### src/hw/rtl/sdiv_pkg.sv
// Shared types and constants for the signed 64-by-32 saturating divider.
// No dependencies; every other file in hw/rtl refers to it by scoped name.
`timescale 1ns / 1ps

package sdiv_pkg;

   localparam int unsigned DVD_WIDTH = 64;
   localparam int unsigned DVS_WIDTH = 32;
   localparam int unsigned STEPS     = 32;

   localparam logic [DVS_WIDTH-1:0] SAT_POS = 32'h7FFF_FFFF;
   localparam logic [DVS_WIDTH-1:0] DVS_MIN = 32'h8000_0000;

   typedef struct packed {
      logic [DVS_WIDTH-1:0] rem;
      logic [DVS_WIDTH-1:0] quo;
      logic [DVS_WIDTH-1:0] dvs_mag;
      logic                 neg;
      logic                 sat;
      logic [DVD_WIDTH-1:0] mag;
   } stage_type;

endpackage

### src/hw/rtl/sdiv_out.sv
// Back end: saturation select, sign, output register with skid beat.
// Depends on sdiv_pkg; drives the rsp_ channel and the pipeline advance.
`timescale 1ns / 1ps

module sdiv_out (
   input  logic                           clock,
   input  logic                           reset,
   input  logic                           in_valid,
   input  sdiv_pkg::stage_type            in_stage,
   output logic                           advance,
   output logic                           rsp_valid,
   input  logic                           rsp_stall,
   output logic signed [sdiv_pkg::DVS_WIDTH-1:0] rsp_quotient,
   output logic [sdiv_pkg::DVD_WIDTH-1:0] rsp_dividend_magnitude
);

   logic [sdiv_pkg::DVS_WIDTH-1:0] q_abs;
   logic [sdiv_pkg::DVS_WIDTH-1:0] q_new;

   logic                           out_valid_ff;
   logic                           out_valid_in;
   logic [sdiv_pkg::DVS_WIDTH-1:0] out_q_ff;
   logic [sdiv_pkg::DVS_WIDTH-1:0] out_q_in;
   logic [sdiv_pkg::DVD_WIDTH-1:0] out_mag_ff;
   logic [sdiv_pkg::DVD_WIDTH-1:0] out_mag_in;

   logic                           skid_valid_ff;
   logic                           skid_valid_in;
   logic [sdiv_pkg::DVS_WIDTH-1:0] skid_q_ff;
   logic [sdiv_pkg::DVS_WIDTH-1:0] skid_q_in;
   logic [sdiv_pkg::DVD_WIDTH-1:0] skid_mag_ff;
   logic [sdiv_pkg::DVD_WIDTH-1:0] skid_mag_in;

   logic                           take;
   logic                           arrive;

   always_comb begin
      q_abs = in_stage.sat ? sdiv_pkg::SAT_POS : in_stage.quo;
      q_new = in_stage.neg ? (~q_abs + 32'd1) : q_abs;
   end

   assign advance = !skid_valid_ff;
   assign take    = out_valid_ff && !rsp_stall;
   assign arrive  = in_valid && advance;

   always_comb begin
      out_valid_in  = out_valid_ff;
      out_q_in      = out_q_ff;
      out_mag_in    = out_mag_ff;
      skid_valid_in = skid_valid_ff;
      skid_q_in     = skid_q_ff;
      skid_mag_in   = skid_mag_ff;
      if (skid_valid_ff) begin
         // drain the skid beat once the output beat leaves
         if (take) begin
            out_q_in      = skid_q_ff;
            out_mag_in    = skid_mag_ff;
            skid_valid_in = 1'b0;
         end
      end else if (arrive) begin
         if (!out_valid_ff || take) begin
            out_valid_in = 1'b1;
            out_q_in     = q_new;
            out_mag_in   = in_stage.mag;
         end else begin
            skid_valid_in = 1'b1;
            skid_q_in     = q_new;
            skid_mag_in   = in_stage.mag;
         end
      end else if (take) begin
         out_valid_in = 1'b0;
      end
   end

   always_ff @(posedge clock) begin
      if (reset) begin
         out_valid_ff  <= 1'b0;
         skid_valid_ff <= 1'b0;
      end else begin
         out_valid_ff  <= out_valid_in;
         skid_valid_ff <= skid_valid_in;
      end
   end

   always_ff @(posedge clock) begin
      out_q_ff    <= out_q_in;
      out_mag_ff  <= out_mag_in;
      skid_q_ff   <= skid_q_in;
      skid_mag_ff <= skid_mag_in;
   end

   assign rsp_valid              = out_valid_ff;
   assign rsp_quotient           = out_q_ff;
   assign rsp_dividend_magnitude = out_mag_ff;

endmodule

### config.mk
export PLATFORM = sky130hd
export DESIGN_NAME = sdiv_out
export DESIGN_NICKNAME = d
export VERILOG_FILES = /design/src/hw/rtl/sdiv_pkg.sv /design/src/hw/rtl/sdiv_out.sv
export SDC_FILE = /design/constraint.sdc
export NUM_CORES = 1
export LEC_CHECK = 0
export BUFFER_PORTS_ARGS = -buffer_cell sky130_fd_sc_hd__buf_2
export CELL_PAD_IN_SITES_DETAIL_PLACEMENT = 0
export CELL_PAD_IN_SITES_GLOBAL_PLACEMENT = 1
export CORE_UTILIZATION = 35
export DETAILED_ROUTE_END_ITERATION = 8
export PLACE_DENSITY = 0.75
export SETUP_SLACK_MARGIN = 0.05
export SYNTH_ARGS = -nofsm -noshare
export SYNTH_HDL_FRONTEND = slang
export SYNTH_SLANG_ARGS = --single-unit
### constraint.sdc
create_clock -name clock -period 10.3 [get_ports clock]
set_input_delay 1.545 -clock clock [delete_from_list [all_inputs] [get_ports clock]]
set_output_delay 1.545 -clock clock [all_outputs]
set_load 0.05 [all_outputs]
==> run metrics <==
placeable core area ~23000 um^2; Final #Nets 886; CTS max path bufs 2; Worst-Skew Late Latency roughly 0.43 ns; Startpoint Class primary input; vias in the first global route 4983; DRT iter0 DRCs approximately 390; die area 23900 um^2; vias ~5k; WS Path Type in -> reg; DR DRC count 0; clock power share 35.1%; Power Density 187 nW/um^2; CP arrival ~4.2 ns; CP max FO 57; Vias/cell around 4.9; ys flop type edfxtp_1; status complete, no violations; Final TNS setup 0 ns; fin crit period 4.06 ns; total I/O pin count between 200 and 300; I/O Buffers a little under 200; Syn Nets 686; Yosys warning count 0; post-route cell area around 10000 um^2; fraction of layout cells with a size suffix above 1 between 40% and 50%; biggest area consumer among synthesized cells edfxtp_1; number of flops mapped to enable cells by yosys between 150 and 200; unrepaired setup endpoints after global routing false; Initial Util 35.8%; Seq/Total Area, Yosys 71.1%; Routability Congestion 0.753; DIE WIDTH 155 um; Comb pwr share between 10% and 20%; number of core rows 55; post-CTS resize count 0; total gr overflow 0; maxcap violations 0; clock sinks 194; Rel. slew slack about a quarter; TritonCTS clock tree built; ant diodes 0; skew final 0.0178 ns; switch share 29.4%; area share of the largest cell type after synthesis a little over two thirds; clk root buf clkbuf_16; final core utilization 44.5%; CTS Hold Bufs 0; max-slew violation count 0; DR pass1 iterations 5; Cell Area, Synth 8160 um^2; post-route ant nets 0; total global-route track usage between 10% and 20%; Peak supply drop just under 90 uV; P_leak 3.68 nW; Area Overhead vs Synth 24.3%; Synth area leaders edfxtp_1, mux2_2, nor2_1; Worst-path clk slew about 0.070 ns; Async SR Flop Fraction 0%; critical-path cell list buf_2 -> buf_4 -> nor2_1 -> ha_1 -> nor3b_1 -> nand4_1 -> o41ai_1 -> xor2_1 -> mux2_2; final hold vios 0; R2R setup slack between 8 and 9 ns; Chip Height 155 um; NetSw 557 uW; internal power ~1.3 mW; largest net degree at the start of global routing 89; HPWL after detailed placement 12.3 mm; Worst Setup End Kind flop; first-pass GRT wire length between 20 and 30 mm; cell count after synthesis 519; Mapped Avg Cell Area 15.7 um^2; Tcrit/Tclk final 39.4%; total wire length about 18 mm; initial antenna violation count 1; Avg WL per Cell 17.2 um; dpl cell area 9530 um^2; CP required 10.47 ns; # setup viols final 0; maximum clock rate 0.246 GHz; Netlist cell types 53; Post-CTS Setup Inserts 0; TritonCTS buffer count 17; Seq cells post-synth 194; H-tree depth 4; CP max stage cell o41ai_1; hold crit path type reg -> reg; Tightest Pin Transition ~1.1 ns; crit-path max cell delay 0.51 ns; Seq pwr share 49.4%
[flip-flops by register name, summed over array words and instances (netlist names)]
signal                  cells
skid_valid_ff               1
skid_q_ff                  32
skid_mag_ff                64
rsp_dividend_magnitude     64
rsp_valid                   1
rsp_quotient               32
[path summary, 6_finish.rpt]
check                                   start                          to  cells past startpoint
worst min register to register   skid_q_ff[2]             rsp_quotient[2]                      2
worst min-delay path             skid_q_ff[2]             rsp_quotient[2]                      2
worst max register to register  skid_valid_ff  rsp_dividend_magnitude[48]                      5
worst max-delay path             in_stage[64]            rsp_quotient[28]                      9
[cell families after synthesis]
family / after synthesis / synth area share (%)
flip-flops: 194 / 71.1
AND/OR/NAND/NOR: 128 / 7.99
multiplexers: 91 / 12.5
AO/OA/AOI/OAI: 58 / 5.03
buffers and inverters: 31 / 1.47
XOR/XNOR: 16 / 1.72
adder cells (fa/ha/maj): 1 / 0.153
[synthesized netlist by cell type (2+ instances only)]
master,number
nand4b_1,2
o22ai_1,2
xnor2_1,2
clkbuf_1,19
mux2i_1,5
o41ai_1,6
edfxtp_1,192
o31ai_1,12
nor2b_1,6
buf_2,3
nor3_1,17
nand4_1,5
or3_1,6
xor2_1,14
o21ai_0,7
mux2_2,85
a21o_1,2
dfxtp_1,2
o211ai_1,3
nand2_1,27
or4b_1,2
o21a_1,2
nand3_1,4
a21boi_0,2
inv_1,5
a211oi_1,4
buf_1,3
nor2_1,40
nor3b_1,3
nor4_1,4
a21oi_1,10
or4_1,2
[cells in the final DEF (no fill, tap or decap), drive strengths merged, types with 2 or more instances in the layout]
cell      n
clkinv   10
nand3     4
or4       2
edfxtp  192
clkbuf   17
o21a      2
o21ai     7
o31ai    12
or3       6
dfxtp     2
nor2     40
a21o      2
nand4     5
nand4b    2
nor4      5
or4b      3
a21boi    2
nor3     18
a21oi    10
mux2     86
o22ai     2
a211oi    4
xor2     14
xnor2     2
nor3b     3
o41ai     6
nand2    27
inv      10
buf     206
mux2i     5
nor2b     6
o211ai    4
[final cells by class]
cell class / count / area (um^2)
Clock buffer: 17 / 425
Multi-Input combinational cell: 294 / 2260
Timing Repair Buffer: 206 / 1050
Inverter: 6 / 22.5
Clock inverter: 15 / 191
Tap cell: 313 / 392
Fill cell: 2048 / 12600
Sequential cell: 194 / 5810
[critical path: cells and delay by family]
family	cells	cell delay, ns
xor+xnor	1	0.17
simple gates	3	1.09
fa+ha+maj	1	0.23
mux	1	0.29
buf+inv	2	0.37
compound gates	1	0.51
[through the flow]
| stage | power (mW) | setup slack, ns | hold WS [ns] | std cells |
|---|---|---|---|---|
| finish | 1.89 | 6.24 | 0.529 | 1045 |
| global route | 1.97 | 6.04 | 0.555 | 1045 |
| CTS | 1.92 | 6.28 | 0.522 | 1045 |
| detailed placement | 1.25 | 5.84 | 0.506 | 1013 |
| global placement | 1.25 | 5.87 | 0.500 | 1013 |
| floorplan | 1.17 | 1.02 | 0.487 | 519 |
[power by group through the flow]
stage	combinational (mW)	clock, mW	sequential, mW
final	0.293	0.665	0.936
after global routing	0.312	0.719	0.940
after CTS	0.296	0.689	0.936
after detailed placement	0.295	0	0.954
after global placement	0.294	0	0.953
after floorplan	0.0857	0	1.08
[per-layer routing]
metal | routed length (um) | track usage (%)
met3 | 1090 | 3.45
met4 | 177 | 4.67
met2 | 8160 | 23.5
met5 | 10 | 0
met1 | 8590 | 21.9
(Power assumes the default switching activity.)
