## src/hw/rtl/sdiv_pkg.sv

```systemverilog
// Shared types and constants for the signed 64-by-32 saturating divider.
// No dependencies; every other file in hw/rtl refers to it by scoped name.
`timescale 1ns / 1ps

package sdiv_pkg;

   localparam int unsigned DVD_WIDTH = 64;
   localparam int unsigned DVS_WIDTH = 32;
   localparam int unsigned STEPS     = 32;

   localparam logic [DVS_WIDTH-1:0] SAT_POS = 32'h7FFF_FFFF;
   localparam logic [DVS_WIDTH-1:0] DVS_MIN = 32'h8000_0000;

   typedef struct packed {
      logic [DVS_WIDTH-1:0] rem;
      logic [DVS_WIDTH-1:0] quo;
      logic [DVS_WIDTH-1:0] dvs_mag;
      logic                 neg;
      logic                 sat;
      logic [DVD_WIDTH-1:0] mag;
   } stage_type;

endpackage

```

## src/hw/rtl/sdiv_prep.sv

```systemverilog
// Front end: input register, operand magnitudes, saturation check.
// Depends on sdiv_pkg; feeds the first division step.
`timescale 1ns / 1ps

module sdiv_prep (
   input  logic                           clock,
   input  logic                           reset,
   input  logic                           advance,
   input  logic                           req_valid,
   input  logic signed [sdiv_pkg::DVD_WIDTH-1:0] req_dividend,
   input  logic signed [sdiv_pkg::DVS_WIDTH-1:0] req_divisor,
   output logic                           out_valid,
   output sdiv_pkg::stage_type            out_stage
);

   logic                           in_valid_ff;
   logic [sdiv_pkg::DVD_WIDTH-1:0] dividend_ff;
   logic [sdiv_pkg::DVS_WIDTH-1:0] divisor_ff;

   logic                           mag_valid_ff;
   logic [sdiv_pkg::DVD_WIDTH-1:0] mag_ff;
   logic [sdiv_pkg::DVD_WIDTH-1:0] mag_in;
   logic [sdiv_pkg::DVS_WIDTH-1:0] dvs_mag_ff;
   logic [sdiv_pkg::DVS_WIDTH-1:0] dvs_mag_in;
   logic                           neg_ff;
   logic                           neg_in;

   logic                           stage_valid_ff;
   sdiv_pkg::stage_type            stage_ff;
   sdiv_pkg::stage_type            stage_in;
   logic [sdiv_pkg::DVS_WIDTH-1:0] hi;

   // negate on the sign of each operand
   always_comb begin
      mag_in     = dividend_ff[sdiv_pkg::DVD_WIDTH-1] ? (~dividend_ff + 64'd1) : dividend_ff;
      dvs_mag_in = divisor_ff[sdiv_pkg::DVS_WIDTH-1] ? (~divisor_ff + 32'd1) : divisor_ff;
      neg_in     = dividend_ff[sdiv_pkg::DVD_WIDTH-1] ^ divisor_ff[sdiv_pkg::DVS_WIDTH-1];
   end

   // saturate on overflow, zero divisor, or most-negative divisor with small dividend
   always_comb begin
      hi                = mag_ff[sdiv_pkg::DVD_WIDTH-1:sdiv_pkg::DVS_WIDTH];
      stage_in.rem      = hi;
      stage_in.quo      = mag_ff[sdiv_pkg::DVS_WIDTH-1:0];
      stage_in.dvs_mag  = dvs_mag_ff;
      stage_in.neg      = neg_ff;
      stage_in.sat      = (hi >= dvs_mag_ff) ||
                          ((hi == '0) && (dvs_mag_ff == sdiv_pkg::DVS_MIN));
      stage_in.mag      = mag_ff;
   end

   always_ff @(posedge clock) begin
      if (reset) begin
         in_valid_ff    <= 1'b0;
         mag_valid_ff   <= 1'b0;
         stage_valid_ff <= 1'b0;
      end else if (advance) begin
         in_valid_ff    <= req_valid;
         mag_valid_ff   <= in_valid_ff;
         stage_valid_ff <= mag_valid_ff;
      end
   end

   always_ff @(posedge clock) begin
      if (advance) begin
         dividend_ff <= req_dividend;
         divisor_ff  <= req_divisor;
         mag_ff      <= mag_in;
         dvs_mag_ff  <= dvs_mag_in;
         neg_ff      <= neg_in;
         stage_ff    <= stage_in;
      end
   end

   assign out_valid = stage_valid_ff;
   assign out_stage = stage_ff;

endmodule

```

## config.mk

```make
export PLATFORM = sky130hd
export DESIGN_NAME = sdiv_prep
export DESIGN_NICKNAME = d
export VERILOG_FILES = /design/src/hw/rtl/sdiv_pkg.sv /design/src/hw/rtl/sdiv_prep.sv
export SDC_FILE = /design/constraint.sdc
export NUM_CORES = 1
export LEC_CHECK = 0
export BUFFER_PORTS_ARGS = -buffer_cell sky130_fd_sc_hd__clkbuf_2
export CORE_UTILIZATION = 25
export CTS_CLUSTER_SIZE = 20
export DETAILED_ROUTE_END_ITERATION = 8
export PLACE_DENSITY = 0.41
export SYNTH_ARGS = -nofsm -noshare
export SYNTH_HDL_FRONTEND = slang
export SYNTH_SLANG_ARGS = --single-unit
```

## constraint.sdc

```tcl
create_clock -name clock -period 5.1 [get_ports clock]
set_input_delay 0.255 -clock clock [delete_from_list [all_inputs] [get_ports clock]]
set_output_delay 0.255 -clock clock [all_outputs]
set_load 0.02 [all_outputs]
```

==> results of run 1 <==
routing by layer:
layer | vias up | part of all wire (%)
met3 | 51 | 3.9
met4 | 0 | 2.4
met5 | - | 0
met2 | 195 | 47
met1 | 3677 | 46
li1 | 3630 | -
worst register-to-register path, stage by stage, from the launching register on:
cell                        delay, ns
sky130_fd_sc_hd__edfxtp_1        0.42
sky130_fd_sc_hd__or4_4           0.59
sky130_fd_sc_hd__nand4bb_1       0.62
sky130_fd_sc_hd__or3_1           0.70
sky130_fd_sc_hd__o41ai_2         0.39
sky130_fd_sc_hd__xnor2_1         0.10
cells by family after synthesis:
kind of cell | share of synthesized area, %
xor+xnor | 6.455
mux | 0.2432
flops | 71.25
fa+ha+maj | 3.445
buf+inv | 5.553
simple gates | 7.012
compound gates | 6.039
state kept, by name, summed over array words and instances, names as in the netlist:
| register | cells |
|---|---|
| dividend_ff | 64 |
| mag_ff | 64 |
| out_stage | 98 |
| divisor_ff | 32 |
| in_valid_ff | 1 |
| mag_valid_ff | 1 |
| dvs_mag_ff | 32 |
| out_valid | 1 |
| neg_ff | 1 |
stage by stage:
step	total power, mW	cell area [um^2]
final	6.381	16160
after floorplan	3.521	12350
after CTS	6.496	16160
after detailed placement	3.807	14000
after global placement	3.801	14000
after global routing	6.657	16160
placed cells by master, fill, tap and decap left out, types with 5 or more instances in the layout:
cell type,count
sky130_fd_sc_hd__edfxtp_1,291
sky130_fd_sc_hd__clkbuf_2,261
sky130_fd_sc_hd__dlygate4sd3_1,98
sky130_fd_sc_hd__xnor2_1,89
sky130_fd_sc_hd__inv_1,37
sky130_fd_sc_hd__clkbuf_16,37
sky130_fd_sc_hd__ha_1,34
sky130_fd_sc_hd__o31ai_1,32
sky130_fd_sc_hd__o21ai_0,31
sky130_fd_sc_hd__nand2_1,31
sky130_fd_sc_hd__nor4_1,23
sky130_fd_sc_hd__nor2_1,18
sky130_fd_sc_hd__o41ai_1,17
sky130_fd_sc_hd__or3_1,14
sky130_fd_sc_hd__or4_1,12
sky130_fd_sc_hd__nand4_1,11
sky130_fd_sc_hd__nor3_1,10
sky130_fd_sc_hd__nand3_1,9
sky130_fd_sc_hd__a21oi_1,9
sky130_fd_sc_hd__clkinv_1,7
sky130_fd_sc_hd__clkbuf_1,6
sky130_fd_sc_hd__bufinv_16,6
sky130_fd_sc_hd__or2_2,5
layout make-up:
cell class	count	area (um^2)	share of cell area (%)
clock buffer	43	948.4	5.869
clock inverter	18	235.2	1.456
inverter	37	138.9	0.8594
multi-input combinational	384	2864	17.72
sequential	294	8798	54.44
tap	664	830.8	5.141
timing repair buffer	364	2345	14.51
worst min-delay path by stage:
stage / start / endpoint / slack, ns / cells past startpoint
floorplan: reset / in_valid_ff / 0.33 / 1
global placement: mag_ff[13] / out_stage[111] / 0.40 / 0
detailed placement: mag_ff[13] / out_stage[111] / 0.41 / 0
CTS: advance / out_stage[75] / 0.29 / 1
global route: advance / out_stage[75] / 0.27 / 1
finish: advance / out_stage[75] / 0.24 / 1
power breakdown:
part	total, mW	internal, mW	switching, mW	leakage, nW
Sequential	3.13	2.94	0.190	2.88
Combinational	0.674	0.292	0.382	2.57
Clock	2.58	1.62	0.958	0.579
Total	6.38	4.85	1.53	6.02
what timing repair did:
action | 4_1_cts | 5_1_grt
hold buffers | 98 | 0
endpoints found under the hold margin | 99 | 0
setup endpoints to repair | 0 | 0
==> impl_results.md, run 1 <==
- Distinct cells, synth: 48
- Most crowded layer after global routing: met2
- TritonCTS clock tree: done
- Worst skew pair latency: around 0.52 ns
- Post-synthesis sequential area ratio: between 70% and 80%
- Total number of H-tree levels: 2
- Shortest clock period the worst path allows after layout: a little over 3 ns
- ANT cells: 0
- Initial standard-cell utilization of the core: 25.28%
- Kind of cell adding the most delay to the critical path: simple AND/OR/NAND/NOR gates
- Met3 usage: around 2%
- Leakage power of the design: between 6 and 7 nW
- GR Overflow Total: 0
- Normalized max-slew margin: between 20% and 30%
- Final core area utilization: 33.08%
- Accumulated negative setup slack: 0 ns
- Final Wtd Congestion: between 0.7 and 0.8
- Class of the most critical setup path: register to register
- Endpoint class of the critical path: register
- Dominant cell by count in the synthesized netlist: sky130_fd_sc_hd__edfxtp_1
- Area leader, netlist: sky130_fd_sc_hd__edfxtp_1
- DRC violation total after the first TritonRoute iteration: 372
- Net count, final: around 1300
- Worst-case setup slack after placement: about 2.0 ns
- Fill cell instance count of the final layout: 4851
- Vias in the first global route: 7437
- Total CTS buffers: 36
- Met2 Resource Use GR: 20.09%
- Number of clock sinks: around 290
- Total of flip-flops plus latches after synthesis: 294
- First-pass GRT wire length: 46120 um
- Remaining antenna violation count after routing: 0
- Die Ht: between 200 and 250 um
- Cell count after synthesis: 796
- Post-synth top area share: between 70 and 80%
- Row Count: slightly above 80
- Vias: 7553
- Antenna violations before repair: 0
- Delay of the slowest critical-path stage: approximately 0.70 ns
- Width of the die: approximately 220 um
- Routed vias/inst: 4.187
- Total routing usage reported by global routing: 12.52%
- Number of DRC violations after detailed routing: 0
- Data arrival time of the critical path: ~3.3 ns
- Number of stages on the worst setup path: 5
- Share of post-route cells with drive strength above 1: between 20 and 30%
- Largest net degree at the start of global routing: 99
- Count of pins on the block boundary: 263
- Run status: finished clean
- Worst Hold Slack: between 0.2 and 0.25 ns
- Critical register-to-register path endpoint: mag_ff[61]
- Power per cell area: approximately 390 nW/um^2
- Root cell of the clock tree: sky130_fd_sc_hd__clkbuf_16
- Number of buffer cells added on primary ports: around 260
- Number of pins with negative max-slew slack in the final report: 0
- Post-CTS resize count: 0
- Ranking of synthesized cells by instance count: sky130_fd_sc_hd__edfxtp_1 (291), sky130_fd_sc_hd__xnor2_1 (89), sky130_fd_sc_hd__buf_4 (64), sky130_fd_sc_hd__inv_1 (37), sky130_fd_sc_hd__ha_1 (34)
- Synthesis-to-finish area growth: 30.87%
- Endpoint required time on the critical path: between 5 and 6 ns
- Nature of the critical path startpoint: register
- Number of maximum-capacitance violations: 0
- Met1 capacity usage during global routing: approximately 17%
- Minimum setup slack among reg-to-reg paths: 2.04 ns
- Detailed placement HPWL: roughly 23000 um
- Critical Path Sink: mag_ff[61]
- Area of the die: approximately 50000 um^2
- Worst min-delay path class: primary input to register
- Top achievable clock speed: around 330 MHz
- Worst R2R Start: dividend_ff[35]
- Nets in the synthesized netlist: 930
- Core outline area: ~49000 um^2
- Post-Layout Cell Count: roughly 1800
- Total number of yosys warnings: 0
- Hold violation count in the final report: 0
- Top flip-flop cell by instance count after synthesis: sky130_fd_sc_hd__edfxtp_1
- Maximum VDD drop: around 0.17 mV
- Top fanout value on the critical path: 12
- Netlist area before placement: 12350 um^2
- RSZ-0062 raised after global routing: false
- CP max-delay cell: sky130_fd_sc_hd__or3_1
- Buffers inserted by post-CTS timing repair: 0
- Startpoint of the most critical setup path: dividend_ff[35]
- Bufs on Longest Clock Path: 3
- Transition time of the tightest slew-check pin: ~1.2 ns
- CP bufs+invs: 0
- Placed Instances: around 1600
- Average size of a mapped cell: around 16 um^2
- Average routed wire per standard cell: approximately 18 um
- Total of endpoints with negative setup slack in the final report: 0
- Number of enable-type register cells in the synthesized netlist: a little under 300
- Number of detailed-route iterations in the first pass: 5
- Final Skew: 0.02499 ns
- Share of flip-flops with an asynchronous set or reset: 0%
- Clock transition at the registers of the reported paths: around 0.060 ns
- Ordered cell list for the critical path: or4_4 > nand4bb_1 > or3_1 > o41ai_2 > xnor2_1
- Dominant cells by area after synthesis: sky130_fd_sc_hd__edfxtp_1 (71%), sky130_fd_sc_hd__xnor2_1 (6.3%), sky130_fd_sc_hd__buf_4 (3.9%)
- Final clock period utilization by the worst path: between 50% and 60%
- Logic depth of the worst register-to-register path: 5
- Least setup slack across all paths after layout: approximately 2.0 ns
- Post-detailed-routing wire length: 31840 um
Power figures use the tool's default switching activity.
==> run 2, diff against run 1 <==
- PLACE_DENSITY: 0.41 -> 0.42
- clock period: 5.1 -> 2.8 ns (I/O delays scaled with it)
==> impl_results.md, run 2 (synthesis gave the netlist of run 1 again) <==
- Largest net degree at the start of global routing: 69
- Remaining antenna violation count after routing: 0
- Root cell of the clock tree: sky130_fd_sc_hd__clkbuf_16
- Count of pins on the block boundary: 263
- Normalized max-slew margin: between 40% and 50%
- ANT cells: 0
- Total number of H-tree levels: 2
- Worst min-delay path startpoint: advance
- Core outline area: a little under 50000 um^2
- Critical register-to-register path endpoint: mag_ff[61]
- Cell depth of the worst min-delay path: 1
- Top achievable clock speed: about 370 MHz
- Logic depth of the worst register-to-register path: 5
- Total CTS buffers: 36
- Number of detailed-route iterations in the first pass: 5
- Class of the most critical setup path: register to register
- Die Ht: ~220 um
- Routed vias/inst: slightly above 4
- Met3 usage: under 10%
- Nature of the critical path startpoint: register
- DRC violation total after the first TritonRoute iteration: between 400 and 500
- Met2 Resource Use GR: 20.10%
- Met1 capacity usage during global routing: approximately 17%
- Endpoint class of the critical path: register
- Worst R2R Start: dividend_ff[49]
- Worst skew pair latency: 0.51 ns
- Most crowded layer after global routing: met2
- Maximum VDD drop: roughly 0.34 mV
- Commonest non-fill, non-tap cell in the layout: sky130_fd_sc_hd__edfxtp_1
- RSZ-0062 raised after global routing: false
- Transition time of the tightest slew-check pin: roughly 0.8 ns
- TritonCTS clock tree: done
- Net count, final: approximately 1300
- Worst-case setup slack after placement: 0.08275 ns
- Hold violation count in the final report: 0
- Least setup slack across all paths after layout: between 0.1 and 0.15 ns
- Total routing usage reported by global routing: 12.22%
- Initial standard-cell utilization of the core: between 20% and 30%
- Share of post-route cells with drive strength above 1: about 30%
- Number of clock sinks: about 290
- Buffers inserted by post-CTS timing repair: 0
- Antenna violations before repair: 0
- Post-Layout Cell Count: roughly 1800
- Accumulated negative setup slack: 0 ns
- Width of the die: 224.2 um
- Clock transition at the registers of the reported paths: approximately 0.060 ns
- Minimum setup slack among reg-to-reg paths: about 0.13 ns
- Final clock period utilization by the worst path: between 90% and 100%
- Synthesis-to-finish area growth: 31.27%
- Number of maximum-capacitance violations: 0
- Vias: ~7500
- Total of endpoints with negative setup slack in the final report: 0
- Top fanout value on the critical path: 8
- Average routed wire per standard cell: ~17 um
- Most used cells in the layout excluding fill and tap cells: sky130_fd_sc_hd__edfxtp_1 (291), sky130_fd_sc_hd__clkbuf_2 (261), sky130_fd_sc_hd__dlygate4sd3_1 (98), sky130_fd_sc_hd__xnor2_1 (89)
- Max reg flops: 98
- Hold worst-path end: out_stage[77]
- Detailed placement HPWL: ~23000 um
- Leakage power of the design: about 6 nW
- Power per cell area: 696.9 nW/um^2
- Bufs on Longest Clock Path: 3
- Run status: finished clean
- Number of buffer cells added on primary ports: 262
- Post-detailed-routing wire length: about 32000 um
- Row Count: ~80
- First-pass GRT wire length: around 45000 um
- Shortest clock period the worst path allows after layout: 2.670 ns
- Data arrival time of the critical path: ~2.9 ns
- Placed Instances: around 1700
- Vias in the first global route: 7178
- GR Overflow Total: 0
- Final Wtd Congestion: between 0.7 and 0.8
- Final Skew: between 0.008 and 0.009 ns
- Number of pins with negative max-slew slack in the final report: 0
- Endpoint required time on the critical path: between 3 and 4 ns
- Area of the die: ~50000 um^2
- Number of DRC violations after detailed routing: 0
- Worst min-delay path class: primary input to register
## run 2: cell types whose count changed in the layout (fill, tap and decap cells not counted), sizes merged
cell    change
clkinv      +3
buf        +12
inv         +1
bufinv      -4
## run 2: worst max-delay path, stage by stage (launching register included)
cell and delay [ns]:
sky130_fd_sc_hd__edfxtp_1 0.43, sky130_fd_sc_hd__or4_1 0.60, sky130_fd_sc_hd__or2_2 0.35, sky130_fd_sc_hd__or3_1 0.52
sky130_fd_sc_hd__o41ai_2 0.40, sky130_fd_sc_hd__xnor2_1 0.11
## run 2: stage by stage
step	hold slack, ns	utilization [%]	power (mW)	area [um^2]
2_1_floorplan	0.2124	-	6.413	12350
3_3_place_gp	0.3183	28.89	6.934	14110
3_5_place_dp	0.3187	28.89	6.940	14110
4_1_cts	0.05102	33.14	11.50	16190
5_1_grt	0.06324	33.18	11.77	16210
6_report	0.06349	33.18	11.30	16210
## run 2: power breakdown
part	switching (mW)	total [mW]	internal, mW	leakage (nW)
clock	1.77	4.36	2.60	0.543
sequential	0.335	5.68	5.35	2.88
combinational	0.703	1.25	0.543	2.64
## run 2: layout make-up
cell class	instances	area [um^2]
Fill cell	4875	32640
Sequential cell	294	8798
Multi-Input combinational cell	384	2887
Timing Repair Buffer	376	2460
Clock buffer	43	948.4
Tap cell	664	830.8
Clock inverter	18	146.4
Inverter	37	138.9
## run 2: how the worst max path moves through the flow
stage                         start    endpoint  slack, ns
floorplan           dividend_ff[11]  mag_ff[45]       0.38
global placement    dividend_ff[11]  mag_ff[51]       0.09
detailed placement  dividend_ff[11]  mag_ff[51]       0.08
CTS                 dividend_ff[11]  mag_ff[47]       0.07
global route        dividend_ff[29]  mag_ff[47]       0.01
finish              dividend_ff[49]  mag_ff[61]       0.13
## run 2: layer usage
layer,routed length (um),vias up
met5,0,-
met4,654,0
met3,1103,38
met2,15370,171
met1,14560,3636
li1,-,3650
## run 2: repair_timing
item / 4_1_cts / 5_1_grt
gates resized for setup: 0 / 3
hold buffers: 98 / 0
setup endpoints to repair: 0 / 3
endpoints found under the hold margin: 99 / 0
