File: config.mk
export PLATFORM = sky130hd
export DESIGN_NAME = sdiv_step
export DESIGN_NICKNAME = d
export VERILOG_FILES = /design/src/hw/rtl/sdiv_pkg.sv /design/src/hw/rtl/sdiv_step.sv
export SDC_FILE = /design/constraint.sdc
export NUM_CORES = 1
export LEC_CHECK = 0
export BUFFER_PORTS_ARGS = -buffer_cell sky130_fd_sc_hd__buf_2
export CAP_MARGIN = 0
export CORE_MARGIN = 3
export CORE_UTILIZATION = 45
export DETAILED_ROUTE_END_ITERATION = 8
export GPL_ROUTABILITY_DRIVEN = 0
export GPL_TIMING_DRIVEN = 0
export PLACE_DENSITY = 0.86
export SETUP_SLACK_MARGIN = 0.05
export SLEW_MARGIN = 20
export SYNTH_ARGS = -nofsm -noshare
export SYNTH_HDL_FRONTEND = slang
export SYNTH_SLANG_ARGS = --single-unit
File: constraint.sdc
create_clock -name clock -period 2.9 [get_ports clock]
set_input_delay 0 -clock clock [delete_from_list [all_inputs] [get_ports clock]]
set_output_delay 0 -clock clock [all_outputs]
set_load 0.01 [all_outputs]
File: src/hw/rtl/sdiv_pkg.sv
// Shared types and constants for the signed 64-by-32 saturating divider.
// No dependencies; every other file in hw/rtl refers to it by scoped name.
`timescale 1ns / 1ps

package sdiv_pkg;

   localparam int unsigned DVD_WIDTH = 64;
   localparam int unsigned DVS_WIDTH = 32;
   localparam int unsigned STEPS     = 32;

   localparam logic [DVS_WIDTH-1:0] SAT_POS = 32'h7FFF_FFFF;
   localparam logic [DVS_WIDTH-1:0] DVS_MIN = 32'h8000_0000;

   typedef struct packed {
      logic [DVS_WIDTH-1:0] rem;
      logic [DVS_WIDTH-1:0] quo;
      logic [DVS_WIDTH-1:0] dvs_mag;
      logic                 neg;
      logic                 sat;
      logic [DVD_WIDTH-1:0] mag;
   } stage_type;

endpackage

File: src/hw/rtl/sdiv_step.sv
// One restoring-division step: shift in one dividend bit, trial subtract, register.
// Depends on sdiv_pkg; instantiated once per quotient bit.
`timescale 1ns / 1ps

module sdiv_step (
   input  logic                clock,
   input  logic                reset,
   input  logic                advance,
   input  logic                in_valid,
   input  sdiv_pkg::stage_type in_stage,
   output logic                out_valid,
   output sdiv_pkg::stage_type out_stage
);

   logic                           valid_ff;
   sdiv_pkg::stage_type            stage_ff;
   sdiv_pkg::stage_type            stage_in;
   logic [sdiv_pkg::DVS_WIDTH:0]   partial;
   logic [sdiv_pkg::DVS_WIDTH:0]   trial;

   always_comb begin
      partial  = {in_stage.rem, in_stage.quo[sdiv_pkg::DVS_WIDTH-1]};
      trial    = partial - {1'b0, in_stage.dvs_mag};
      stage_in = in_stage;
      if (!trial[sdiv_pkg::DVS_WIDTH]) begin
         stage_in.rem = trial[sdiv_pkg::DVS_WIDTH-1:0];
         stage_in.quo = {in_stage.quo[sdiv_pkg::DVS_WIDTH-2:0], 1'b1};
      end else begin
         stage_in.rem = partial[sdiv_pkg::DVS_WIDTH-1:0];
         stage_in.quo = {in_stage.quo[sdiv_pkg::DVS_WIDTH-2:0], 1'b0};
      end
   end

   always_ff @(posedge clock) begin
      if (reset) begin
         valid_ff <= 1'b0;
      end else if (advance) begin
         valid_ff <= in_valid;
      end
   end

   always_ff @(posedge clock) begin
      if (advance) begin
         stage_ff <= stage_in;
      end
   end

   assign out_valid = valid_ff;
   assign out_stage = stage_ff;

endmodule

==> results of run 1 <==
## timing repair
action / 4_1_cts / 5_1_grt
hold endpoints to repair: 162 / 0
endpoints found under the setup margin: 0 / 25
setup buffers: 0 / 1
gates resized for setup: 0 / 7
hold buffers: 163 / 0
## per-stage QoR
stage | TNS [ns] | instances | utilization
finish | 0 | 1253 | 0.725
floorplan | 0 | 509 | -
global placement | -26.12 | 1053 | 0.581
global route | 0 | 1252 | 0.725
CTS | 0 | 1249 | 0.722
detailed placement | -6.16 | 1054 | 0.584
## logic make-up after synthesis
family                     Yosys count  share of synthesized area
AOI/OAI and AO/OA                  107                     0.0926
muxes                               34                     0.0635
buffers and inverters               49                     0.0293
adders and majority gates           33                     0.0569
and+or+nand+nor                    100                     0.0697
DFF                                163                      0.661
xor gates and xnor gates            23                     0.0273
## flip-flops by register name, indices dropped and copies added, names as in the netlist
register	count
out_valid	1
out_stage	162
## how the worst max path moves through the flow
stage / endpoint / depth (start not counted) / from / slack, ns
floorplan: out_stage[134] / 12 / in_stage[129] / 0.38
global placement: out_stage[140] / 12 / in_stage[66] / -0.25
detailed placement: out_stage[149] / 12 / in_stage[66] / -0.26
CTS: out_stage[149] / 12 / in_stage[143] / 0.07
global route: out_stage[139] / 12 / in_stage[77] / 0.05
finish: out_stage[155] / 13 / in_stage[88] / 0.11
## power by group through the flow
| stage | logic [mW] | registers (mW) | clock network, mW |
|---|---|---|---|
| CTS | 1.40 | 2.91 | 2.24 |
| floorplan | 0.550 | 3.09 | 0 |
| global placement | 1.18 | 2.96 | 0 |
| global route | 1.55 | 2.94 | 2.36 |
| finish | 1.46 | 2.92 | 2.23 |
| detailed placement | 1.22 | 2.96 | 0 |
## routing by layer
metal  wire (um)  global-route usage  vias up
met5          16                   0        -
met4        1640               0.167        2
met3        2020              0.0806       98
met2       13400               0.507      416
met1        9610               0.330     3125
li1            -                   -     2952
## cell type report
| class | count | area share |
|---|---|---|
| repair buffers | 493 | 0.286 |
| flip-flops and latches | 163 | 0.421 |
| multi-input cells | 297 | 0.200 |
| well taps | 216 | 0.0233 |
| inverters | 38 | 0.0123 |
| plain buffers | 11 | 0.00669 |
| clock inverters | 15 | 0.0134 |
| clock buffers | 17 | 0.0367 |
| diodes | 3 | 0.000647 |
## cell usage after synthesis, types with 4 or more instances
master,instances,area [um2]
sky130_fd_sc_hd__a21o_1,18,135
sky130_fd_sc_hd__a21oi_1,38,190
sky130_fd_sc_hd__and3_1,4,25.0
sky130_fd_sc_hd__buf_6,4,45.0
sky130_fd_sc_hd__clkbuf_1,5,18.8
sky130_fd_sc_hd__edfxtp_1,162,4860
sky130_fd_sc_hd__ha_1,32,400
sky130_fd_sc_hd__inv_1,38,143
sky130_fd_sc_hd__mux2_4,25,375
sky130_fd_sc_hd__mux2i_1,6,60.1
sky130_fd_sc_hd__nand2_1,27,101
sky130_fd_sc_hd__nand2b_1,8,50.1
sky130_fd_sc_hd__nand3_1,10,50.1
sky130_fd_sc_hd__nand4_1,6,37.5
sky130_fd_sc_hd__nor2_1,19,71.3
sky130_fd_sc_hd__nor2b_1,5,31.3
sky130_fd_sc_hd__nor3_1,4,20.0
sky130_fd_sc_hd__o211ai_1,6,45.0
sky130_fd_sc_hd__o21a_1,5,37.5
sky130_fd_sc_hd__o21ai_0,17,85.1
sky130_fd_sc_hd__o21bai_1,5,37.5
sky130_fd_sc_hd__xnor2_1,13,114
sky130_fd_sc_hd__xor2_1,10,87.6
## worst max-delay path, delay by kind of cell
kind	cells	cell delay (ns)
AO/OA/AOI/OAI	4	0.79
multiplexers	2	0.63
AND/OR/NAND/NOR	1	0.11
adder cells (fa/ha/maj)	1	0.26
buffers and inverters	5	1.18
==> results list, run 1 <==
- Post-DRT Antenna Nets: 0
* Routed vias: around 6600
- TritonCTS built the clock tree.
* Pwr dens: 570 mW/mm2
- The wire-length estimate of the detail-placed layout is 16.7 mm.
* Min-delay src: advance
- The layout has 1032 filler cells.
- Data arrival, critical path: about 3 ns
- Ys Warns: 0
- Overall track demand over capacity in global routing: 0.294
* Antenna violations before repair: 4
- Actual transition at the worst max-transition pin: about 0.55 ns
- For flop-to-flop paths, the worst setup slack is about 1.6 ns.
* Multi-input logic area: 0.00232 mm2
* Fraction of final layout cells sized beyond drive strength 1: 0.394
- Syn Std Cell Area: 0.00739 mm2
- The tree is rooted in a sky130_fd_sc_hd__clkbuf_16.
- Clock network latency to the later pin of the worst-skew pair: 0.43 ns
- Vert. Die Dim: 134 um
- Global-route wire length before repair: 39.7 mm
* Portion of the clock cycle consumed by the worst path in the final layout: 0.961
* Max_cap viols: 0
- Final worst clock skew: 0 ns
- In this run the critical register-to-register path is launched from out_valid.
- Run status: complete, no violations
- Final hold slack: 0.0206 ns
* Stage delay of the slowest cell on the critical path: around 0.53 ns
- First-pass iteration count of the detailed router: 5
* Register area: 0.00488 mm2
- Once placement finished, the instance area stood at 0.00934 mm2.
- Cell chain of the critical path: dlygate4sd3_1 -> buf_2 -> inv_1 -> ha_1 -> clkbuf_1 -> a21o_1 -> a21oi_1 -> a211oi_1 -> o31a_2 -> mux2i_1 -> nor2_4 -> buf_6 -> mux2_4
* Pin count of the biggest net entering global routing: 102
- Minimum setup slack after placement: -0.262 ns
* Leakage Power: 5.20 nW
- Post-DR wirelength/cell: 21.3 um
- Net count of the mapped netlist: 708
- For this configuration, the core starts out at a cell density of 0.462.
- Of the total power, registers draw 0.442.
- Internal power comes to 4.72 mW.
- The number of clock buffers added by TritonCTS is 17.
- Setup repair after global routing missed its margin: true
- Hold depth: 1
* Area growth from synthesis to layout: 56.9%
* Post-synthesis sequential area ratio: 0.661
* Main synth FF type: sky130_fd_sc_hd__edfxtp_1
* Final setup viols: 0
- Clock tree synthesis found a total of 163 sinks.
- Slew Viols, Final: 0
- In the final design database the tool counted 1220 nets.
* Clock slew at the register clock pins of the worst setup and hold paths: 0.07 ns
- Via count normalized by instance count: 5.26
- Input and output buffers added on the ports amount to 328.
- Relative contribution of the clock network to total power: 0.337
- Category of the critical setup timing path: in -> reg
* Core region area: between 0.015 and 0.02 mm2
- Hold crit path type: in -> reg
* Final-report hold violation count: 0
- Buffer levels on the longest clock path: 2
* Max-slew headroom at the worst pin: 0.632
- Number of core rows: 46
- In this run, synthesis inferred 162 flip-flops with an integrated enable.
- Unique masters post-synth: 50
- Async set-reset flop share out of synthesis: 0
- The worst register-to-register path ends at out_valid.
* DRC violation total after the first TritonRoute iteration: 573
- Leading cell type in the layout, fill and taps excluded: sky130_fd_sc_hd__buf_2
- Achievable clock frequency: 0.359 GHz
- In this run the horizontal extent of the chip is 134 um.
- Boundary Pins: 329
- Worst R2R Path Depth: 3
- Critical path startpoint category: input port
- Count of H-tree levels built during CTS: 4
* Leading cell types in the layout, fill and taps excluded: 328 x sky130_fd_sc_hd__buf_2, 163 x sky130_fd_sc_hd__dlygate4sd3_1, 162 x sky130_fd_sc_hd__edfxtp_1
- Area of all placed cells without fillers: 0.0116 mm2
- Synthesis produced 509 cells.
- In this run the power spent charging and discharging nets is 1.90 mW.
* Area of the die: 0.0180 mm2
- Total power of the final layout: 6.61 mW
- The worst setup path is captured at a flop.
- Part of the total power dissipated in combinational logic: 0.221
* Crit path time final: roughly 2.8 ns
- Mean instance size in the synthesized netlist: 14.5 um2
- Flop and latch count out of synthesis: between 150 and 200
- Via count of the first global-routing pass: a little under 7000
- After layout, the worst setup slack is 0.112 ns.
- Across the VDD grid, the largest voltage drop is 444 uV.
- Slowest stage cell, crit path: sky130_fd_sc_hd__dlygate4sd3_1
- Worst Path Max Fanout: 10
- Endpoint of the worst hold path: out_stage[49]
- Of the total power, the share spent switching nets is 0.287.
- The final layout contains routed wiring with a total length of 26.7 mm.
* Congestion Overflow GR: 0
* Req. time, crit path: around 3.1 ns
- Post-route DRC: 0
No activity file was read; power rests on OpenSTA's default activity.
==> run 2, diff against run 1 <==
--- a/config.mk
+++ b/config.mk
@@ -8,11 +8,11 @@
 export BUFFER_PORTS_ARGS = -buffer_cell sky130_fd_sc_hd__buf_2
 export CAP_MARGIN = 0
 export CORE_MARGIN = 3
-export CORE_UTILIZATION = 45
+export CORE_UTILIZATION = 40
 export DETAILED_ROUTE_END_ITERATION = 8
 export GPL_ROUTABILITY_DRIVEN = 0
 export GPL_TIMING_DRIVEN = 0
-export PLACE_DENSITY = 0.86
+export PLACE_DENSITY = 0.79
 export SETUP_SLACK_MARGIN = 0.05
 export SLEW_MARGIN = 20
 export SYNTH_ARGS = -nofsm -noshare
==> run 2 against run 1 <==
Net effect: critical path depth shrank 1; power is essentially flat; sequential share of layout area is essentially flat; global-route usage shrank 5.5 points; highest routed layer is now met4; wire length shrank 7.4%; via count shrank 4.4%; clock power grew 2%; maximum frequency grew 3.3%; register-to-register slack gained 0.06 ns; sequential power is essentially flat.
==> results list, run 2 (synthesis gave the netlist of run 1 again) <==
* Pwr dens: ~570 mW/mm2
- The critical path contains buffers and inverters numbering 3 combined.
- The detailed router finished its first iteration with 417 violations.
* X dimension of the die: ~140 um
- Detailed-placement wirelength estimate: 16.0 mm
* Worst R2R Path Depth: 3
- In this run the core area contains around 50 standard-cell rows.
- Overall track demand over capacity in global routing: 0.240
- Antenna violations before repair: 0
* Actual transition at the worst max-transition pin: 0.547 ns
- In the final layout, the share of cells above drive strength 1 is 0.390.
- Count of nets after finishing: 1219
- In this run the tool buffered the top-level ports with approximately 330 buffer cells.
- Count of H-tree levels built during CTS: 4
* Final hold slack: 0.0259 ns
- Dividing the final minimum period by the clock period gives 0.931.
* Run status: complete, no violations
- Data arrival, critical path: 2.87 ns
* Clock sink count: about 160
* Routed wire length: 24.7 mm
* Final WS setup: 0.201 ns
- Routed vias: 6305
* Vert. Die Dim: 142 um
- Post-DR wirelength/cell: 19.5 um
- Minimum setup slack after placement: -0.248 ns
- The count of nets left with antenna violations once routing finished came out at 0.
* Cell chain of the critical path: dlygate4sd3_1 -> buf_2 -> inv_1 -> ha_1 -> and4_1 -> and3_1 -> o21ai_0 -> a21oi_2 -> a31oi_1 -> nor4b_1 -> nor3_1 -> mux2_4
* Util after Layout: 0.641
* Hold crit path type: in -> reg
- The initial utilization of the core area, before any placement, comes to 0.409.
* Setup repair after global routing missed its margin: false
* Clock root buffer master: sky130_fd_sc_hd__clkbuf_16
* Worst vdd ir: 374 uV
- The register with the most flip-flops in the layout has 162 of them.
* Clock network latency to the later pin of the worst-skew pair: roughly 0.42 ns
- Derived from the worst setup path, the maximum achievable clock frequency is 0.370 GHz.
* Boundary Pins: 329
* Area growth from synthesis to layout: 56.8%
* Hold depth: 1
- Entering global routing, the biggest net connects 95 pins.
- Final worst clock skew: 0 ns
* Congestion Overflow GR: 0
- The die covers 0.0201 mm2.
- Max-slew headroom at the worst pin: 0.634
* TritonCTS clock tree: yes
* Buffer levels on the longest clock path: 2
- The analysis attributes to cell leakage a power of a little over 5 nW.
* Leading cell type in the layout, fill and taps excluded: sky130_fd_sc_hd__buf_2
- In this run the standard cell core region covers roughly 0.018 mm2.
- Max_cap viols: 0
- The via count of the first global-routing pass is around 6500.
- For the worst setup path, the data required time is 3.08 ns.
- Crit path time final: ~2.7 ns
* Via count normalized by instance count: about 5
- After clock tree synthesis, the clock-pin slew on the worst setup and hold paths is 0.08 ns.
* Dominant delay contributor by cell family on the critical path: simple AND/OR/NAND/NOR gates
- The hold violation count in the final report came to 0.
- The layout has 1296 filler cells.
* Post-route DRC: 0
* Slowest stage cell, crit path: sky130_fd_sc_hd__dlygate4sd3_1
* Final setup viols: 0
- In this run the post-CTS setup repair buffer count came out at 0.
- The first global-routing pass estimated 36.8 mm of wire.
* Worst Path Max Fanout: 4
* Slew Viols, Final: 0
* Leading cell types in the layout, fill and taps excluded: 328 x sky130_fd_sc_hd__buf_2, 163 x sky130_fd_sc_hd__dlygate4sd3_1, 162 x sky130_fd_sc_hd__edfxtp_1
* Critical path startpoint category: input port
- Counting the buffers created by CTS gives 17.
- Stage delay of the slowest cell on the critical path: ~0.52 ns
- First-pass iteration count of the detailed router: 6
- Category of the critical setup timing path: in -> reg
* Worst Setup End Kind: flop
* Setup TNS Final: 0 ns
- Critical path depth: 12
run 2: layer usage:
metal / part of all wire / GRT usage
met5: 0 / 0
met4: 0.053 / 0.129
met3: 0.072 / 0.0595
met2: 0.50 / 0.415
met1: 0.37 / 0.274
run 2: worst reg2reg max path, delay by kind of cell (launching register included):
kind,cells,cell delay [ns]
buffers and inverters,1,0.57
AND/OR/NAND/NOR,1,0.06
flip-flops,1,0.32
multiplexers,1,0.14
run 2: worst paths after layout:
path                                    from             end  slack [ns]
worst max-delay path            in_stage[76]  out_stage[159]        0.20
worst min-delay path                 advance  out_stage[115]        0.03
worst min register to register     out_valid       out_valid        1.14
worst max register to register     out_valid       out_valid        1.69
run 2: area by class of cell:
type	instances	area [um2]	share of cell area
clock inverter	15	163	0.0140
clock buffer	17	425	0.0367
antenna	1	2.50	0.000216
inverter	38	143	0.0123
tap	229	287	0.0247
timing repair buffer	492	3310	0.286
buffer	11	73.8	0.00637
multi-input combinational	297	2300	0.199
sequential	163	4880	0.421
run 2: timing repair:
item | 4_1_cts | 5_1_grt
hold buffers | 163 | 0
gates resized for setup | 0 | 3
endpoints found under the setup margin | 0 | 25
endpoints found under the hold margin | 162 | 0
run 2: report_power, final:
| group | leakage [nW] | total, mW | switching [mW] | internal, mW |
|---|---|---|---|---|
| combinational | 3.32 | 1.42 | 0.720 | 0.699 |
| sequential | 1.59 | 2.92 | 0.0615 | 2.86 |
| clock | 0.289 | 2.27 | 1.04 | 1.23 |
| total | 5.20 | 6.61 | 1.82 | 4.78 |
run 2: metrics by stage:
step	power, mW	instance area (um2)	cells
after floorplan	3.64	7390	509
after global placement	4.15	9320	1066
after detailed placement	4.16	9360	1067
after CTS	6.62	11600	1262
after global routing	6.88	11600	1262
final	6.61	11600	1263
==> run 3, diff against run 2 <==
--- a/config.mk
+++ b/config.mk
@@ -12,7 +12,7 @@
 export DETAILED_ROUTE_END_ITERATION = 8
 export GPL_ROUTABILITY_DRIVEN = 0
 export GPL_TIMING_DRIVEN = 0
-export PLACE_DENSITY = 0.79
+export PLACE_DENSITY = 0.81
 export SETUP_SLACK_MARGIN = 0.05
 export SLEW_MARGIN = 20
 export SYNTH_ARGS = -nofsm -noshare
==> constraint.sdc (replaced) <==
create_clock -name clock -period 2.3 [get_ports clock]
set_input_delay 0 -clock clock [delete_from_list [all_inputs] [get_ports clock]]
set_output_delay 0 -clock clock [all_outputs]
set_load 0.01 [all_outputs]
==> run 3 against run 2 <==
Net effect: cell count grew 0.79%; design area increased by 2.5%; core utilization grew 1.6 points; largest cell class unchanged; largest power group unchanged.
==> results list, run 3 (synthesis gave the netlist of run 1 again) <==
* Run status: complete, no violations
- The final layout contains routed wiring with a total length of between 20 and 25 mm.
* Final-report hold violation count: 0
- 329 I/O pins were placed.
- Number of core rows: 49
* Antenna violations before repair: 2
- Together, buffers and inverters on the worst path number 4.
- At the later pin of the worst-skew pair, clock insertion delay measures roughly 0.42 ns.
- TritonCTS clock tree: yes
* Post-DRT Antenna Nets: 0
* Setup repair after global routing missed its margin: true
- Critical path startpoint category: input port
- Portion of the clock cycle consumed by the worst path in the final layout: 0.988
* Sequential share of power: 0.439
* Net switching power of the design: 2.35 mW
- Slew Viols, Final: 0
- First-pass iteration count of the detailed router: 5
* Overall track demand over capacity in global routing: 0.239
* Category of the critical setup timing path: in -> reg
- The floorplan step defined a die boundary enclosing 0.0201 mm2.
- Measured along the y axis, the die boundary spans 142 um.
* Routed vias: roughly 6400
- In this run the horizontal extent of the chip is 142 um.
- Counting I/O delays and the setup requirement, the final critical path takes 2.27 ns.
- Max_cap viols: 0
- The register with the most flip-flops in the layout has 162 of them.
- The share of total power dissipated in combinational logic is 0.228.
* Fillers: 1268
- For this run, the slowest stage of the critical path takes 0.35 ns.
- Clock-pin slew was measured on the worst setup and hold paths at 0.07 ns.
- Setup TNS Final: 0 ns
- Counting tap cells, the placed design contains a total of 1067 instances.
- Clock sink count: approximately 160
- Worst Path Max Fanout: 5
- After the last flow step, the layout net total stands at 1229.
* Via count of the first global-routing pass: approximately 6600
- For this configuration, the core starts out at a cell density of 0.409.
* Worst Setup End Kind: flop
- In the routed design, unresolved DRC markers number 0.
- Max-slew headroom at the worst pin: 0.648
- STA puts the critical path data required time at roughly 2.5 ns.
* Most numerous cell on the critical path: sky130_fd_sc_hd__buf_12
- Actual transition at the worst max-transition pin: around 0.53 ns
* Pwr dens: 705 mW/mm2
- Final setup viols: 0
- Relative contribution of the clock network to total power: 0.333
- Multi-input logic area: between 0.002 and 0.0025 mm2
- STA puts the critical path data arrival time at 2.44 ns.
- After the first detailed-routing iteration, the DRC count stood at 400.
- Cell internal power was estimated by the tool at 6.02 mW.
- Detailed-placement wirelength estimate: 15.9 mm
- Leakage Power: 5.29 nW
* Worst vdd ir: 475 uV
- In the routed layout, each cell is associated on average with a via count of 5.02.
- The signal on the critical path passes through buf_12 -> inv_12 -> ha_4 -> fa_2 -> nand2b_4 -> a21oi_4 -> o211ai_1 -> a21oi_2 -> o31a_2 -> mux2i_2 -> nor2_4 -> buf_12 -> clkbuf_16 -> mux2_4.
- Congestion Overflow GR: 0
* Hold crit path type: in -> reg
- Achievable clock frequency: 0.440 GHz
- Slowest stage cell, crit path: sky130_fd_sc_hd__fa_2
- Dividing the detail-routed wire length by the instance count gives slightly below 20 um.
- Register area: 0.00488 mm2
- Grouping stages by cell kind, the critical path spends the most delay in compound AO/OA/AOI/OAI gates.
* Final worst clock skew: 0 ns
- The top cell types in the final layout, fill and taps aside, are 325 x sky130_fd_sc_hd__buf_2, 164 x sky130_fd_sc_hd__dlygate4sd3_1, 162 x sky130_fd_sc_hd__edfxtp_1.
* Global-route wire length before repair: 36.7 mm
- In the final layout, the share of cells above drive strength 1 is 0.410.
* CTS buffer count: 17
- For this run, the number of standard cells in the final layout without fillers is roughly 1300.
- Pin count of the biggest net entering global routing: ~100
* Buffer levels on the longest clock path: 2
- Core region area: around 0.018 mm2
- The count of buffers added on input and output ports is roughly 330.
- Compared with the post-synthesis result, the final layout area differs by 60.8%.
- Clock root buffer master: sky130_fd_sc_hd__clkbuf_16
* Leading cell type in the layout, fill and taps excluded: sky130_fd_sc_hd__buf_2
- The H-tree was split into 4 levels.
* Proportion of total power due to net switching: 0.281
==> run 3: layout make-up <==
cell class	count	share of cell area
tap	229	0.0241
inverter	38	0.0131
clock buffer	17	0.0358
antenna	1	0.000211
buffer	11	0.00895
sequential	163	0.411
clock inverter	15	0.0132
timing repair buffer	502	0.290
multi-input combinational	297	0.204
==> run 3: worst paths after layout <==
kind,start,slack (ns),depth (start not counted),to
max,in_stage[129],0.03,14,out_stage[145]
min,advance,0.02,1,out_stage[62]
max reg2reg,out_valid,1.16,3,out_valid
min reg2reg,out_valid,1.05,3,out_valid
==> run 3: metal layers <==
metal  vias up  track usage  routed length [um]
met2       300        0.424               12800
met1      3042        0.261                9060
met4         2        0.126                1220
li1       2970            -                   -
met5         -            0                  15
met3        78       0.0638                1830
==> run 3: repair_timing <==
action | in CTS | in global routing
setup endpoints to repair | 33 | 29
hold buffers | 163 | 1
pin swaps | 6 | 2
setup buffers | 4 | 6
endpoints found under the hold margin | 162 | 1
cloned | 0 | 1
gates resized for setup | 20 | 8
==> run 3: metrics by stage <==
stage / cell area, um2 / worst slack, ns / util / power, mW / hold WS, ns
2_1_floorplan: 7470 / -0.0886 / - / 4.61 / 0.0724
3_3_place_gp: 9400 / -0.836 / 0.520 / 5.24 / 0.158
3_5_place_dp: 9440 / -0.890 / 0.522 / 5.28 / 0.168
4_1_cts: 11800 / 0.00685 / 0.651 / 8.34 / -0.0618
5_1_grt: 11900 / -0.0696 / 0.657 / 8.71 / 0.0282
6_report: 11900 / 0.0276 / 0.657 / 8.37 / 0.0201
==> run 3: power groups by stage <==
stage | clock, mW | sequential, mW | combinational [mW]
6_report | 2.79 | 3.67 | 1.91
5_1_grt | 2.97 | 3.70 | 2.05
4_1_cts | 2.84 | 3.66 | 1.84
3_5_place_dp | 0 | 3.73 | 1.55
3_3_place_gp | 0 | 3.73 | 1.51
2_1_floorplan | 0 | 3.90 | 0.713
